[src/rtl/fbrd_pkg.sv]
// ----------------------------------------------------------------------------
// fbrd_pkg
// Types and codes shared by the page framebuffer rectangle draw unit.
// ----------------------------------------------------------------------------
package fbrd_pkg;

    localparam int PAGE_ROWS = 8;
    localparam int COORD_W   = 18;   // signed walk coordinates, covers x + 2*255

    typedef enum logic [1:0] {
        OP_CLEAR = 2'd0,
        OP_PIXEL = 2'd1,
        OP_RECT  = 2'd2,
        OP_READ  = 2'd3
    } op_t;

    // One decoded command as it sits in the queue
    typedef struct packed {
        op_t                op;
        logic signed [15:0] pos_x;
        logic signed [15:0] pos_y;
        logic [7:0]         rect_width;
        logic [7:0]         rect_height;
        logic               fill_or_on;
        logic [4:0]         chunk_index;
    } cmd_t;

    // Back end status toward the front end
    typedef struct packed {
        logic init_done;
        logic pop;
    } back_stat_t;

    typedef enum logic [2:0] {
        B_IDLE,
        B_CLEAR,
        B_SETUP,
        B_PIX_RD,
        B_PIX_WR,
        B_RD_ISSUE,
        B_RD_LOAD
    } back_state_t;

endpackage

[src/rtl/fbrd_front.sv]
// ----------------------------------------------------------------------------
// fbrd_front
// Accepts items, unpacks them into commands and holds them in a 2-entry queue.
// ----------------------------------------------------------------------------
module fbrd_front (
    input  logic                  aclk,
    input  logic                  aresetn,
    input  logic                  s_tvalid,
    output logic                  s_tready,
    input  logic [55:0]           s_tdata,
    input  logic [1:0]            s_tuser,
    input  fbrd_pkg::back_stat_t  stat,
    output logic                  q_valid,
    output fbrd_pkg::cmd_t        q_head
);
    import fbrd_pkg::*;

    cmd_t       q_reg [2];
    logic       wr_ptr_reg, wr_ptr_next;
    logic       rd_ptr_reg, rd_ptr_next;
    logic [1:0] cnt_reg, cnt_next;
    logic       push;
    cmd_t       in_cmd;

    always_comb begin
        in_cmd.op          = op_t'(s_tuser);
        in_cmd.pos_x       = s_tdata[15:0];
        in_cmd.pos_y       = s_tdata[31:16];
        in_cmd.rect_width  = s_tdata[39:32];
        in_cmd.rect_height = s_tdata[47:40];
        in_cmd.fill_or_on  = s_tdata[48];
        in_cmd.chunk_index = s_tdata[53:49];
    end

    // no items while the store is still being cleared after reset
    assign s_tready = stat.init_done && (cnt_reg != 2'd2);
    assign push     = s_tvalid && s_tready;
    assign q_valid  = (cnt_reg != 2'd0);
    assign q_head   = q_reg[rd_ptr_reg];

    always_comb begin
        wr_ptr_next = push ? ~wr_ptr_reg : wr_ptr_reg;
        rd_ptr_next = stat.pop ? ~rd_ptr_reg : rd_ptr_reg;
        cnt_next    = cnt_reg + {1'b0, push} - {1'b0, stat.pop};
    end

    always_ff @(posedge aclk) begin
        if (!aresetn) begin
            wr_ptr_reg <= 1'b0;
            rd_ptr_reg <= 1'b0;
            cnt_reg    <= 2'd0;
        end else begin
            wr_ptr_reg <= wr_ptr_next;
            rd_ptr_reg <= rd_ptr_next;
            cnt_reg    <= cnt_next;
        end
        if (push) begin
            q_reg[wr_ptr_reg] <= in_cmd;
        end
    end
endmodule

[config.mk]
export PLATFORM = sky130hd
export DESIGN_NAME = fbrd_front
export DESIGN_NICKNAME = d
export VERILOG_FILES = /design/src/rtl/fbrd_pkg.sv /design/src/rtl/fbrd_front.sv
export SDC_FILE = /design/constraint.sdc
export NUM_CORES = 1
export LEC_CHECK = 0
export BUFFER_PORTS_ARGS = -buffer_cell sky130_fd_sc_hd__buf_2
export CAP_MARGIN = 25
export CELL_PAD_IN_SITES_DETAIL_PLACEMENT = 1
export CELL_PAD_IN_SITES_GLOBAL_PLACEMENT = 2
export CORE_UTILIZATION = 30
export DETAILED_ROUTE_END_ITERATION = 8
export PLACE_DENSITY_LB_ADDON = 0.1
export REMOVE_ABC_BUFFERS = 1
export SKIP_LAST_GASP = 1
export SYNTH_ARGS = -nofsm -noshare
export SYNTH_HDL_FRONTEND = slang
export SYNTH_SLANG_ARGS = --single-unit
[constraint.sdc]
create_clock -name aclk -period 4.95 [get_ports aclk]
set_input_delay 0.99 -clock aclk [delete_from_list [all_inputs] [get_ports aclk]]
set_output_delay 0.99 -clock aclk [all_outputs]
set_load 0.02 [all_outputs]
==> impl_metrics.tcl <==
set metrics [dict create \
    io_buffers 118 \
    ir_drop_mv 0.1799 \
    slowest_stage "dfxtp_4" \
    cts_sinks 117 \
    viasPerCell 4.180 \
    rows 44 \
    synth_most_common_cell "edfxtp_1" \
    critPathMaxFanout 32 \
    reg2reg_depth 4 \
    synthToLayoutAreaGrowth_pct 30.27 \
    maxCapViolCount 0 \
    power_density_nw_per_um2 442.8 \
    synth_area_per_cell_um2 22.42 \
    worstPathRequired_ns 3.96 \
    critical_path_class "flip-flop to output port" \
    clock_latency_ns 0.40 \
    utilization_pct 39.94 \
    path_cells "buf_12 -> mux2_2 -> buf_2" \
    critical_path.top_delay_family "flip-flops" \
    critPathMaxStageDelay_ns 0.64 \
    cp-start-kind "flip-flop" \
    firstDrtPassIters 4 \
    arrival_ns 1.90 \
    synthTopCellsByArea "edfxtp_1 (76%), mux2_4 (14%), mux2_2 (4.1%)" \
    maxSlewHeadroom_pct 42.37 \
    finalWirelength_um 8317 \
    die_w_um 123.6 \
    antenna_found_initial 0 \
    synth_common_cells "edfxtp_1 (112), mux2_4 (40), mux2_2 (16)" \
    gr-usage-all-layers_pct 11.42 \
    synth-main-ff-cell "edfxtp_1" \
    clkTransAtPathRegs_ns 0.05 \
    antennaDiodeCount 0 \
    whs_path_depth 2 \
    finalSetupViolCount 0 \
    num_vias 2211 \
    layout_min_cycle_time_ns 2.895 \
    status "completed" \
    route.detailed.drc 0 \
    post-route-period-util_pct 58.48 \
    io-pin-count 121 \
    setup_slack_ns 2.055 \
    synth-edff-count 112 \
    final_layout_size_suffix_gt1_share_pct 60.00 \
    cts_inserted_buffers 17 \
    place_hpwl_um 5181 \
    max_freq_mhz 345.5 \
    cts_buffer_depth 2 \
    largest_reg_flops 112 \
    finalPower_mw 2.561 \
    crit_path_end_kind "output port" \
    initial_core_util_pct 30.66 \
    ctsHtreeMaxLevel 4 \
    cts_root_buf "clkbuf_16" \
    first_iter_violations 103 \
    grt_max_degree 57 \
    finalMaxSlewViolations 0 \
    yosysTopAreaCellShare_pct 75.76 \
    ys_seq_elements 117 \
    synthesis.area_um2 4439 \
    hold_buffers 0 \
    yosys_warnings 0 \
    hold_viol 0 \
    yosys.area.top_type "edfxtp_1" \
    ys_seq_area_share_pct 78.02 \
    ys_async_sr_fraction_pct 0 \
    cts-resized-gates 0 \
    grt_pass1_vias 2259 \
    min_path_type "flip-flop to flip-flop" \
    grt_overflow_total 0 \
    cts_tree "done" \
    post-cts-setup-buffers 0 \
    synth_cell_type_count 18 \
    preCtsSetupSlack_ns 2.098 \
    fill_cells 1457 \
    design.die.area_um2 15290 \
    tightest_slew_ns 0.8624 \
    finClkSkew_ns 0.009130 \
    ant_nets 0 \
    leakagePower_nw 2.245 \
    crit_buf_inv 2 \
    die_y_um 123.6 \
    avgRoutedWirePerCell_um 15.72 \
    routabilityCongestion 0.6381 \
    nets 397 \
    grt_setup_unrepaired "false" \
    core_um2 14480 \
    worst-path-stages 3 \
    syn_inst 198 \
    grt_first_pass_wirelength_um 12230 \
    tns_ns 0 \
]
## power by group
group	switching (mW)	internal [mW]	total (mW)	leakage, nW
Clock	0.398	0.675	1.07	0.260
Combinational	0.168	0.143	0.311	0.918
Sequential	0.0258	1.15	1.18	1.07
Total	0.591	1.97	2.56	2.25
## cell families after synthesis
kind of cell	after synthesis	synth area share [%]
buf+inv	7	1.465
simple gates	12	1.550
fa+ha+maj	2	0.5636
flops	117	78.02
mux	57	17.81
xor+xnor	3	0.5920
## stage by stage
step	hold WS, ns	std cells	cell area (µm²)
after floorplan	0.4549	192	4378
after global placement	0.5011	496	5239
after detailed placement	0.5344	496	5239
after CTS	0.5419	528	5763
after global routing	0.5892	529	5783
final	0.5548	529	5783
## worst paths after layout
| path | start | endpoint | slack (ns) |
|---|---|---|---|
| hold reg to reg | wr_ptr_reg | wr_ptr_reg | 0.55 |
| hold / removal | wr_ptr_reg | wr_ptr_reg | 0.55 |
| setup / recovery | flip-flop | q_head[55] | 2.06 |
| setup reg to reg | cnt_reg[0] | q_reg[1][44] | 2.76 |
## routing by layer
metal | share of wire (%) | global-route usage, %
met5 | 0 | 0
met4 | 1.7 | 6.325
met3 | 5.2 | 4.396
met2 | 50 | 17.81
met1 | 43 | 13.50
## final cells by class
| type | instances | area, µm² | area share [%] |
|---|---|---|---|
| Clock buffer | 19 | 432.9 | 7.486 |
| Clock inverter | 13 | 91.34 | 1.579 |
| Inverter | 1 | 3.754 | 0.06491 |
| Multi-Input combinational cell | 74 | 919.6 | 15.90 |
| Sequential cell | 117 | 3467 | 59.95 |
| Tap cell | 184 | 230.2 | 3.981 |
| Timing Repair Buffer | 121 | 638.1 | 11.03 |
## layout by cell type, fill, tap and decap left out, types with 2 or more instances in the layout
cell / instances
buf_2: 118
edfxtp_1: 112
mux2_4: 40
clkbuf_16: 17
mux2_2: 16
clkinv_2: 6
and2_1: 5
clkinv_1: 4
dfxtp_1: 4
nand2b_1: 2
xnor2_1: 2
ha_1: 2
clkbuf_1: 2
buf_12: 2
## worst register-to-register path, stage by stage, from the launching register on
cell      delay, ns
dfxtp_1        0.35
nand2b_1       0.15
and2_1         0.14
and3_2         0.65
buf_4          0.53
Power figures use the tool's default switching activity.
